`src/mam_pkg.sv`:
```
// Package for the small matrix engine: op codes, result mode codes and the
// per-step tag that travels from the sequencer into the datapath.
// No dependencies.
package mam_pkg;

  localparam int VAL_W = 35;

  localparam logic [2:0] OP_WR_A  = 3'd0;
  localparam logic [2:0] OP_WR_B  = 3'd1;
  localparam logic [2:0] OP_SUM   = 3'd2;
  localparam logic [2:0] OP_PROD  = 3'd3;
  localparam logic [2:0] OP_TRANS = 3'd4;

  typedef enum logic [1:0] {
    MODE_SUM   = 2'd0,
    MODE_PROD  = 2'd1,
    MODE_TRANS = 2'd2
  } mode_t;

  typedef struct packed {
    logic [2:0] row;
    logic [2:0] col;
    logic       first;
    logic       emit;
    logic       last;
    logic       err;
    mode_t      mode;
  } tag_t;

endpackage

```
`src/mam_if.sv`:
```
// Valid/ready channel interfaces for command beats and result beats.
// Depends on nothing.
interface mam_in_if;
  logic              valid;
  logic              ready;
  logic [2:0]        op;
  logic [2:0]        row_index;
  logic [2:0]        col_index;
  logic signed [15:0] elem_value;
  modport source (output valid, output op, output row_index, output col_index,
                  output elem_value, input ready);
  modport sink (input valid, input op, input row_index, input col_index,
                input elem_value, output ready);
endinterface

interface mam_out_if;
  logic              valid;
  logic              ready;
  logic [2:0]        out_row;
  logic [2:0]        out_col;
  logic signed [34:0] out_value;
  logic              status;
  logic              is_last;
  modport source (output valid, output out_row, output out_col, output out_value,
                  output status, output is_last, input ready);
  modport sink (input valid, input out_row, input out_col, input out_value,
                input status, input is_last, output ready);
endinterface

```
`src/mam_ram.sv`:
```
// Simple dual-port element store with one write port and one registered read port.
// Depends on nothing.
module mam_ram #(
  parameter int DEPTH = 64,
  parameter int WIDTH = 16,
  parameter int AW    = 6
) (
  input  logic                    clk,
  input  logic                    we,
  input  logic [AW-1:0]           waddr,
  input  logic signed [WIDTH-1:0] wdata,
  input  logic                    re,
  input  logic [AW-1:0]           raddr,
  output logic signed [WIDTH-1:0] rdata
);
  logic signed [WIDTH-1:0] mem [DEPTH];
  logic signed [WIDTH-1:0] rdata_r;

  always_ff @(posedge clk) begin
    if (we) begin
      mem[waddr] <= wdata;
    end
    if (re) begin
      rdata_r <= mem[raddr];
    end
  end

  assign rdata = rdata_r;
endmodule

```
`src/mam_seq.sv`:
```
// Command sequencer: configuration registers, element writes and the row, column
// and inner-index walk that issues store reads. Depends on mam_pkg and mam_if.
module mam_seq #(
  parameter int MAX_DIM    = 8,
  parameter int ELEM_WIDTH = 16,
  parameter int IW         = 3,
  parameter int AW         = 6
) (
  input  logic                          clk,
  input  logic                          rst_n,
  mam_in_if.sink                        in_ch,
  input  logic                          cfg_we,
  input  logic [1:0]                    cfg_index,
  input  logic [3:0]                    cfg_wdata,
  input  logic                          advance,
  output logic                          we_a,
  output logic                          we_b,
  output logic [AW-1:0]                 waddr,
  output logic signed [ELEM_WIDTH-1:0]  wdata,
  output logic [AW-1:0]                 raddr_a,
  output logic [AW-1:0]                 raddr_b,
  output logic                          issue_valid,
  output mam_pkg::tag_t                 issue_tag
);
  import mam_pkg::*;

  typedef enum logic [1:0] {
    ST_IDLE = 2'b01,
    ST_RUN  = 2'b10
  } state_t;

  localparam logic [1:0] REG_A_ROWS = 2'd0;
  localparam logic [1:0] REG_A_COLS = 2'd1;
  localparam logic [1:0] REG_B_ROWS = 2'd2;
  localparam logic [1:0] REG_B_COLS = 2'd3;

  function automatic logic [IW-1:0] dim_m1(input logic [3:0] r);
    logic [IW-1:0] res;
    if (r == 4'd0) begin
      res = '0;
    end else if (int'(r) > MAX_DIM) begin
      res = IW'(MAX_DIM - 1);
    end else begin
      res = IW'(r - 4'd1);
    end
    return res;
  endfunction

  function automatic logic [AW-1:0] addr_of(input logic [IW-1:0] r, input logic [IW-1:0] c);
    return AW'(AW'(r) * AW'(MAX_DIM) + AW'(c));
  endfunction

  logic [3:0]    a_rows_r, a_cols_r, b_rows_r, b_cols_r;
  state_t        state_r, state_nxt;
  mode_t         mode_r, mode_nxt;
  logic          err_r, err_nxt;
  logic [IW-1:0] lim_i_r, lim_i_nxt, lim_j_r, lim_j_nxt, lim_k_r, lim_k_nxt;
  logic [IW-1:0] i_r, i_nxt, j_r, j_nxt, k_r, k_nxt;
  logic [IW-1:0] ar, ac, br, bc;
  logic          accept, in_range, k_end, j_end, i_end;
  logic [IW-1:0] a_row, a_col, b_row, b_col;

  assign ar = dim_m1(a_rows_r);
  assign ac = dim_m1(a_cols_r);
  assign br = dim_m1(b_rows_r);
  assign bc = dim_m1(b_cols_r);

  assign in_ch.ready = (state_r == ST_IDLE);
  assign accept      = in_ch.valid && in_ch.ready;
  assign in_range    = (int'(in_ch.row_index) < MAX_DIM) && (int'(in_ch.col_index) < MAX_DIM);

  assign we_a  = accept && (in_ch.op == OP_WR_A) && in_range;
  assign we_b  = accept && (in_ch.op == OP_WR_B) && in_range;
  assign waddr = addr_of(IW'(in_ch.row_index), IW'(in_ch.col_index));
  assign wdata = ELEM_WIDTH'(in_ch.elem_value);

  assign k_end = (k_r == lim_k_r);
  assign j_end = (j_r == lim_j_r);
  assign i_end = (i_r == lim_i_r);

  always_comb begin
    a_row = i_r;
    a_col = k_r;
    b_row = k_r;
    b_col = j_r;
    case (mode_r)
      MODE_SUM: begin
        a_col = j_r;
        b_row = i_r;
      end
      MODE_TRANS: begin
        a_row = j_r;
        a_col = i_r;
      end
      default: begin
      end
    endcase
  end

  assign raddr_a = addr_of(a_row, a_col);
  assign raddr_b = addr_of(b_row, b_col);

  assign issue_valid     = (state_r == ST_RUN);
  assign issue_tag.row   = 3'(i_r);
  assign issue_tag.col   = 3'(j_r);
  assign issue_tag.first = (k_r == '0);
  assign issue_tag.emit  = k_end;
  assign issue_tag.last  = k_end && j_end && i_end;
  assign issue_tag.err   = err_r;
  assign issue_tag.mode  = mode_r;

  always_comb begin
    state_nxt = state_r;
    mode_nxt  = mode_r;
    err_nxt   = err_r;
    lim_i_nxt = lim_i_r;
    lim_j_nxt = lim_j_r;
    lim_k_nxt = lim_k_r;
    i_nxt     = i_r;
    j_nxt     = j_r;
    k_nxt     = k_r;
    case (state_r)
      ST_IDLE: begin
        i_nxt = '0;
        j_nxt = '0;
        k_nxt = '0;
        err_nxt = 1'b0;
        lim_k_nxt = '0;
        if (accept) begin
          case (in_ch.op)
            OP_SUM: begin
              state_nxt = ST_RUN;
              mode_nxt  = MODE_SUM;
              lim_i_nxt = ar;
              lim_j_nxt = ac;
              err_nxt   = (ar != br) || (ac != bc);
            end
            OP_PROD: begin
              state_nxt = ST_RUN;
              mode_nxt  = MODE_PROD;
              lim_i_nxt = ar;
              lim_j_nxt = bc;
              lim_k_nxt = ac;
              err_nxt   = (ac != br);
            end
            OP_TRANS: begin
              state_nxt = ST_RUN;
              mode_nxt  = MODE_TRANS;
              lim_i_nxt = ac;
              lim_j_nxt = ar;
            end
            default: begin
            end
          endcase
          if (err_nxt) begin
            lim_i_nxt = '0;
            lim_j_nxt = '0;
            lim_k_nxt = '0;
          end
        end
      end
      ST_RUN: begin
        if (advance) begin
          k_nxt = k_end ? '0 : k_r + 1'b1;
          if (k_end) begin
            j_nxt = j_end ? '0 : j_r + 1'b1;
            if (j_end) begin
              i_nxt = i_r + 1'b1;
              if (i_end) begin
                state_nxt = ST_IDLE;
              end
            end
          end
        end
      end
      default: begin
        state_nxt = ST_IDLE;
      end
    endcase
  end

  always_ff @(posedge clk) begin
    if (!rst_n) begin
      state_r  <= ST_IDLE;
      a_rows_r <= 4'd8;
      a_cols_r <= 4'd8;
      b_rows_r <= 4'd8;
      b_cols_r <= 4'd8;
    end else begin
      state_r <= state_nxt;
      if (cfg_we) begin
        case (cfg_index)
          REG_A_ROWS: a_rows_r <= cfg_wdata;
          REG_A_COLS: a_cols_r <= cfg_wdata;
          REG_B_ROWS: b_rows_r <= cfg_wdata;
          REG_B_COLS: b_cols_r <= cfg_wdata;
          default: begin
          end
        endcase
      end
    end
  end

  always_ff @(posedge clk) begin
    mode_r  <= mode_nxt;
    err_r   <= err_nxt;
    lim_i_r <= lim_i_nxt;
    lim_j_r <= lim_j_nxt;
    lim_k_r <= lim_k_nxt;
    i_r     <= i_nxt;
    j_r     <= j_nxt;
    k_r     <= k_nxt;
  end
endmodule

```
`src/mam_alu.sv`:
```
// Datapath: combines the two store read words, accumulates inner products and
// holds the result beat. Depends on mam_pkg and mam_if.
module mam_alu #(
  parameter int ELEM_WIDTH = 16
) (
  input  logic                          clk,
  input  logic                          rst_n,
  input  logic                          issue_valid,
  input  mam_pkg::tag_t                 issue_tag,
  input  logic signed [ELEM_WIDTH-1:0]  a_rd,
  input  logic signed [ELEM_WIDTH-1:0]  b_rd,
  output logic                          advance,
  mam_out_if.source                     out_ch
);
  import mam_pkg::*;

  localparam int PROD_W = 2 * ELEM_WIDTH;

  logic                        s1_r, s2_r, out_valid_r;
  tag_t                        tag1_r, tag2_r;
  logic signed [PROD_W-1:0]    prod;
  logic signed [ELEM_WIDTH:0]  sum;
  logic signed [VAL_W-1:0]     term, term_r, acc_r, acc_nxt;
  logic signed [VAL_W-1:0]     val_r;
  logic [2:0]                  row_r, col_r;
  logic                        status_r, last_r;

  assign advance = !out_valid_r || out_ch.ready;

  assign prod = a_rd * b_rd;
  assign sum  = (ELEM_WIDTH + 1)'(a_rd) + (ELEM_WIDTH + 1)'(b_rd);

  always_comb begin
    case (tag1_r.mode)
      MODE_SUM:   term = VAL_W'(sum);
      MODE_PROD:  term = VAL_W'(prod);
      MODE_TRANS: term = VAL_W'(a_rd);
      default:    term = '0;
    endcase
    if (tag1_r.err) begin
      term = '0;
    end
  end

  assign acc_nxt = (tag2_r.first ? VAL_W'(0) : acc_r) + term_r;

  always_ff @(posedge clk) begin
    if (!rst_n) begin
      s1_r        <= 1'b0;
      s2_r        <= 1'b0;
      out_valid_r <= 1'b0;
    end else if (advance) begin
      s1_r        <= issue_valid;
      s2_r        <= s1_r;
      out_valid_r <= s2_r && tag2_r.emit;
    end
  end

  always_ff @(posedge clk) begin
    if (advance) begin
      tag1_r <= issue_tag;
      tag2_r <= tag1_r;
      term_r <= term;
      if (s2_r) begin
        acc_r <= acc_nxt;
        if (tag2_r.emit) begin
          val_r    <= acc_nxt;
          row_r    <= tag2_r.row;
          col_r    <= tag2_r.col;
          status_r <= tag2_r.err;
          last_r   <= tag2_r.last;
        end
      end
    end
  end

  assign out_ch.valid     = out_valid_r;
  assign out_ch.out_row   = row_r;
  assign out_ch.out_col   = col_r;
  assign out_ch.out_value = val_r;
  assign out_ch.status    = status_r;
  assign out_ch.is_last   = last_r;
endmodule

```
`src/matrix_add_multiply_transpose_top.sv`:
```
// Top level of the small matrix engine: two element stores, the sequencer and
// the datapath. Depends on mam_pkg, mam_if, mam_ram, mam_seq and mam_alu.
//
// Usage: in_ch carries command beats. Ops write A, write B, sum, product and
// transpose of A. Writes produce no result beat. A command streams its
// result elements on out_ch in row-major order with is_last set on the
// final beat; a dimension mismatch gives a single beat with status set.
// Dimensions come from four registers on the cfg_ port; the user must write
// them only while the engine is idle, which the block itself does not enforce.
// Throughput: sum and transpose give one beat per cycle while out_ch is not
// stalled; a product element takes one multiply-accumulate step per column
// of A, and each step is one read from each store. A command's first beat
// passes through the store read, combine and accumulate registers. in_ch
// stays low on ready while a command is being walked; the next beat is
// taken the cycle after the last read is issued.
// Reset sets all dimension registers to 8 and empties the pipeline; store
// contents are undefined until written. When out_ch is stalled the whole
// read and accumulate pipeline holds in place.
module matrix_add_multiply_transpose_top #(
  parameter int MAX_DIM    = 8,
  parameter int ELEM_WIDTH = 16
) (
  input  logic       clk,
  input  logic       rst_n,
  mam_in_if.sink     in_ch,
  mam_out_if.source  out_ch,
  input  logic       cfg_we,
  input  logic [1:0] cfg_index,
  input  logic [3:0] cfg_wdata
);
  import mam_pkg::*;

  localparam int DEPTH = MAX_DIM * MAX_DIM;
  localparam int IW    = $clog2(MAX_DIM);
  localparam int AW    = $clog2(DEPTH);

  logic                          advance, we_a, we_b, issue_valid;
  logic [AW-1:0]                 waddr, raddr_a, raddr_b;
  logic signed [ELEM_WIDTH-1:0]  wdata, a_rd, b_rd;
  tag_t                          issue_tag;

  mam_seq #(
    .MAX_DIM(MAX_DIM), .ELEM_WIDTH(ELEM_WIDTH), .IW(IW), .AW(AW)
  ) u_seq (
    .clk(clk), .rst_n(rst_n), .in_ch(in_ch),
    .cfg_we(cfg_we), .cfg_index(cfg_index), .cfg_wdata(cfg_wdata),
    .advance(advance), .we_a(we_a), .we_b(we_b), .waddr(waddr), .wdata(wdata),
    .raddr_a(raddr_a), .raddr_b(raddr_b),
    .issue_valid(issue_valid), .issue_tag(issue_tag)
  );

  mam_ram #(.DEPTH(DEPTH), .WIDTH(ELEM_WIDTH), .AW(AW)) u_ram_a (
    .clk(clk), .we(we_a), .waddr(waddr), .wdata(wdata),
    .re(advance), .raddr(raddr_a), .rdata(a_rd)
  );

  mam_ram #(.DEPTH(DEPTH), .WIDTH(ELEM_WIDTH), .AW(AW)) u_ram_b (
    .clk(clk), .we(we_b), .waddr(waddr), .wdata(wdata),
    .re(advance), .raddr(raddr_b), .rdata(b_rd)
  );

  mam_alu #(.ELEM_WIDTH(ELEM_WIDTH)) u_alu (
    .clk(clk), .rst_n(rst_n), .issue_valid(issue_valid), .issue_tag(issue_tag),
    .a_rd(a_rd), .b_rd(b_rd), .advance(advance), .out_ch(out_ch)
  );
endmodule

```
`src/flat_wrapper.sv`:
```
// flat-port wrapper written by rule: the top's interface ports become plain ports
module matrix_add_multiply_transpose_top_flat import mam_pkg::*;
#(
  parameter int MAX_DIM    = 8,
  parameter int ELEM_WIDTH = 16
)
  (clk, rst_n, cfg_we, cfg_index, cfg_wdata, in_ch_valid, in_ch_op, in_ch_row_index, in_ch_col_index, in_ch_elem_value, in_ch_ready, out_ch_valid, out_ch_out_row, out_ch_out_col, out_ch_out_value, out_ch_status, out_ch_is_last, out_ch_ready);
  mam_in_if in_ch_i ();
  mam_out_if out_ch_i ();
  input  logic clk;
  input  logic rst_n;
  input  logic cfg_we;
  input  logic [1:0] cfg_index;
  input  logic [3:0] cfg_wdata;
  input wire logic [$bits(in_ch_i.valid)-1:0] in_ch_valid;
  input wire logic [$bits(in_ch_i.op)-1:0] in_ch_op;
  input wire logic [$bits(in_ch_i.row_index)-1:0] in_ch_row_index;
  input wire logic [$bits(in_ch_i.col_index)-1:0] in_ch_col_index;
  input wire logic [$bits(in_ch_i.elem_value)-1:0] in_ch_elem_value;
  output wire logic [$bits(in_ch_i.ready)-1:0] in_ch_ready;
  output wire logic [$bits(out_ch_i.valid)-1:0] out_ch_valid;
  output wire logic [$bits(out_ch_i.out_row)-1:0] out_ch_out_row;
  output wire logic [$bits(out_ch_i.out_col)-1:0] out_ch_out_col;
  output wire logic [$bits(out_ch_i.out_value)-1:0] out_ch_out_value;
  output wire logic [$bits(out_ch_i.status)-1:0] out_ch_status;
  output wire logic [$bits(out_ch_i.is_last)-1:0] out_ch_is_last;
  input wire logic [$bits(out_ch_i.ready)-1:0] out_ch_ready;
  assign in_ch_i.valid = in_ch_valid;
  assign in_ch_i.op = in_ch_op;
  assign in_ch_i.row_index = in_ch_row_index;
  assign in_ch_i.col_index = in_ch_col_index;
  assign in_ch_i.elem_value = in_ch_elem_value;
  assign in_ch_ready = in_ch_i.ready;
  assign out_ch_valid = out_ch_i.valid;
  assign out_ch_out_row = out_ch_i.out_row;
  assign out_ch_out_col = out_ch_i.out_col;
  assign out_ch_out_value = out_ch_i.out_value;
  assign out_ch_status = out_ch_i.status;
  assign out_ch_is_last = out_ch_i.is_last;
  assign out_ch_i.ready = out_ch_ready;
  matrix_add_multiply_transpose_top #(.MAX_DIM(MAX_DIM), .ELEM_WIDTH(ELEM_WIDTH)) u_core (.clk(clk), .rst_n(rst_n), .in_ch(in_ch_i), .out_ch(out_ch_i), .cfg_we(cfg_we), .cfg_index(cfg_index), .cfg_wdata(cfg_wdata));
endmodule
```
`config.mk`:
```
export PLATFORM = sky130hd
export DESIGN_NAME = matrix_add_multiply_transpose_top_flat
export DESIGN_NICKNAME = d
export VERILOG_FILES = /design/src/mam_pkg.sv /design/src/mam_if.sv /design/src/mam_ram.sv /design/src/mam_seq.sv /design/src/mam_alu.sv /design/src/matrix_add_multiply_transpose_top.sv /design/src/flat_wrapper.sv
export SDC_FILE = /design/constraint.sdc
export NUM_CORES = 2
export LEC_CHECK = 0
export BUFFER_PORTS_ARGS = -buffer_cell sky130_fd_sc_hd__buf_2
export CORE_MARGIN = 1
export CORE_UTILIZATION = 40
export CTS_CLUSTER_SIZE = 24
export DETAILED_ROUTE_END_ITERATION = 6
export MAX_ROUTING_LAYER = met4
export SYNTH_ARGS = -nofsm -noshare
export SYNTH_HDL_FRONTEND = slang
export SYNTH_SLANG_ARGS = --single-unit
```
`constraint.sdc`:
```
create_clock -name clk -period 14.4 [get_ports clk]
set_input_delay 2.88 -clock clk [delete_from_list [all_inputs] [get_ports clk]]
set_output_delay 2.88 -clock clk [all_outputs]
set_load 0.005 [all_outputs]
```
==> results.tsv <==
metric	value	unit
setup_viol_count_final	0	
grt_max_degree	119	
async_flop_share	0	%
min_period	6.98	ns
finalCritPeriodShare	48.5	%
maxCapViolCount	0	
rrSetupSlack	7.42	ns
syn_area	98900	um^2
avgSynthCellArea	18.6	um^2
final_common_cell	edfxtp_1	
crit_type	reg -> reg	
final_cells	8968	
required	14.99	ns
grt-ovfl-total	0	
crit_path_end_kind	register	
arrival	7.57	ns
first_global_vias	51454	
antenna_left	0	
clk_pin_slew	0.06	ns
finalSetupTns	0	ns
drc_errors	0	
place_inst	8554	
clockRootBuffer	clkbuf_16	
grt_usage	20.1	%
die-height	499	um
finalHoldWorstSlack	0.418	ns
synthFlopType	edfxtp_1	
ioPinCount	81	
htreeDepth	4	
drive_gt1_share	20.6	%
clock_path_buffers	3	
hold_path_class	reg -> reg	
fin_worst_skew	0.0544	ns
slew_headroom	16.7	%
r2r_start	u_core.u_ram_b.rdata[1]$_DFFE_PP_	
cts_hold_buf	0	
finalMaxSlewViolations	0	
io_buffer_count	80	
startpoint_type	register	
die-area	249000	um^2
synth_nets	5766	
r2r_end	u_core.u_alu.term_r[33]$_SDFFCE_PP0P_	
avgViaCountPerCell	5.57	
outcome	complete, no violations	
wirelength	242000	um
synth_edf_count	2233	
syn_to_final_growth	12.3	%
hold_path_depth	0	
tightest_slew	1.24	ns
rsz0062_at_grt	no	
hold_end	u_core.u_alu.tag2_r[5]$_DFFE_PP_	
ff2ff_path_depth	17	
cts_resized	0	
yosysWarningCount	0	
finalHoldViolCount	0	
fin_util	45.2	%
grt_pass1_wl	356000	um
cts_tree	yes	
firstDrtPassIters	5	
syn-instance-count	5325	
die_x	499	um
fill_cells	20902	
gp_congestion	0.861	
drt_iter0_drc	4888	
synth-seq-area-share	68.2	%
clkSinkCount	2254	
fmax	143	MHz
antenna_found_initial	13	
clock_latency	0.88	ns
synth_cell_type_count	77	
core_area	246000	um^2
yosys_register_bits	2254	
hp-start	u_core.u_alu.tag1_r[5]$_DFFE_PP_	
row_count	182	
numCtsBuffers	223	
layout.nets	6000	
wl_per_cell	27.0	um
path_max_fanout	17	
mostFrequentLayoutCells	edfxtp_1, mux4_2, inv_1	
vias	49918	
hpwl	145000	um
cts_setup_buffers	0	
start_util	40.2	%
==> flip-flops by register name (all words and copies together), names as in the netlist, 4 cells and up <==
register                       flops
u_core.u_seq.b_rows_r              4
u_core.u_alu.term_r               32
u_core.u_ram_b.rdata              16
u_core.u_ram_b.mem              1024
u_core.u_ram_a.mem              1024
u_core.u_alu.acc_r                35
u_core.u_ram_a.rdata              16
u_core.u_seq.a_rows_r              4
u_core.u_seq.a_cols_r              4
u_core.u_alu.out_ch.out_value     35
u_core.u_seq.b_cols_r              4
u_core.u_alu.tag2_r               10
u_core.u_alu.tag1_r               12
==> cell usage after synthesis (7+ instances only) <==
| library cell | n | area share, % |
|---|---|---|
| xor2_1 | 36 | 0.32 |
| dfxtp_1 | 21 | 0.43 |
| o211ai_1 | 7 | 0.053 |
| nor4_1 | 7 | 0.044 |
| mux4_2 | 576 | 13 |
| xnor2_1 | 53 | 0.47 |
| nand3_1 | 16 | 0.081 |
| edfxtp_1 | 2233 | 68 |
| clkbuf_1 | 153 | 0.58 |
| buf_1 | 28 | 0.11 |
| and2_1 | 135 | 0.85 |
| o21bai_1 | 8 | 0.061 |
| mux2i_1 | 90 | 0.91 |
| a21oi_1 | 164 | 0.83 |
| nor2_1 | 207 | 0.79 |
| fa_1 | 264 | 5.3 |
| a21o_1 | 27 | 0.20 |
| nand2_1 | 217 | 0.82 |
| a211oi_1 | 140 | 1.1 |
| and3_1 | 14 | 0.089 |
| ha_1 | 141 | 1.8 |
| o31ai_1 | 7 | 0.053 |
| nor2b_1 | 128 | 0.81 |
| nand2b_1 | 23 | 0.15 |
| buf_2 | 59 | 0.30 |
| buf_4 | 13 | 0.099 |
| nor3_1 | 21 | 0.11 |
| o22ai_1 | 7 | 0.044 |
| o21a_1 | 17 | 0.13 |
| o21ai_0 | 50 | 0.25 |
| or3_1 | 12 | 0.076 |
| a31oi_1 | 24 | 0.15 |
| inv_1 | 339 | 1.3 |
==> cell type report <==
type / count / area, um^2 / share of cell area, %
Antenna cell: 9 / 22.5 / 0.0203
Clock buffer: 282 / 5900 / 5.31
Clock inverter: 123 / 1220 / 1.10
Inverter: 339 / 1270 / 1.15
Multi-Input combinational cell: 2479 / 29200 / 26.3
Sequential cell: 2254 / 67500 / 60.8
Tap cell: 3220 / 4030 / 3.63
Timing Repair Buffer: 262 / 1890 / 1.71
==> worst max path at each step <==
stage / endpoint / cells after the start / slack (ns) / from
6_report: u_core.u_alu.term_r[33]$_SDFFCE_PP0P_ / 17 / 7.42 / u_core.u_ram_b.rdata[1]$_DFFE_PP_
5_1_grt: u_core.u_alu.term_r[33]$_SDFFCE_PP0P_ / 17 / 7.01 / u_core.u_ram_b.rdata[1]$_DFFE_PP_
4_1_cts: u_core.u_alu.term_r[33]$_SDFFCE_PP0P_ / 17 / 7.40 / u_core.u_ram_b.rdata[1]$_DFFE_PP_
3_5_place_dp: u_core.u_alu.term_r[33]$_SDFFCE_PP0P_ / 17 / 7.39 / u_core.u_ram_b.rdata[1]$_DFFE_PP_
3_3_place_gp: u_core.u_alu.term_r[33]$_SDFFCE_PP0P_ / 17 / 7.39 / u_core.u_ram_b.rdata[1]$_DFFE_PP_
2_1_floorplan: u_core.u_alu.out_ch.is_last$_DFFE_PP_ / 5 / 6.36 / out_ch_ready
==> metal layers <==
metal / global-route usage [%] / share of wire, % / vias to the layer above
met1: 27.9 / 44 / 26648
met5: - / 0 / -
met4: 4.54 / 2.1 / 0
met3: 3.17 / 6.3 / 325
met2: 31.4 / 48 / 1651
li1: - / - / 21294
==> worst max-delay path, stage by stage (launching register included) <==
cell	delay (ns)
edfxtp_1	0.80
nand2_1	0.20
inv_1	0.16
fa_1	0.56
fa_1	0.98
fa_1	0.54
fa_1	0.50
fa_1	0.49
inv_1	0.05
fa_1	0.47
inv_1	0.04
ha_1	0.37
o21ai_0	0.15
a2111oi_0	0.62
nor3_1	0.22
o31ai_1	0.33
xnor2_1	0.16
o21ai_0	0.09
==> stage by stage <==
step	setup slack, ns	instance area [um^2]
floorplan	6.36	98900
global placement	7.39	104000
detailed placement	7.39	104000
CTS	7.40	111000
global route	7.01	111000
finish	7.42	111000
==> logic make-up after synthesis <==
kind of cell,Yosys count,synth area share (%)
adder cells (fa/ha/maj),411,7.19
flip-flops,2254,68.2
multiplexers,667,14.0
buffers and inverters,592,2.37
XOR/XNOR,89,0.788
AND/OR/NAND/NOR,810,4.05
AO/OA/AOI/OAI,502,3.32
Power is not shown: default switching activity piles up to over one toggle a cycle in this logic, so the estimate is an artifact.
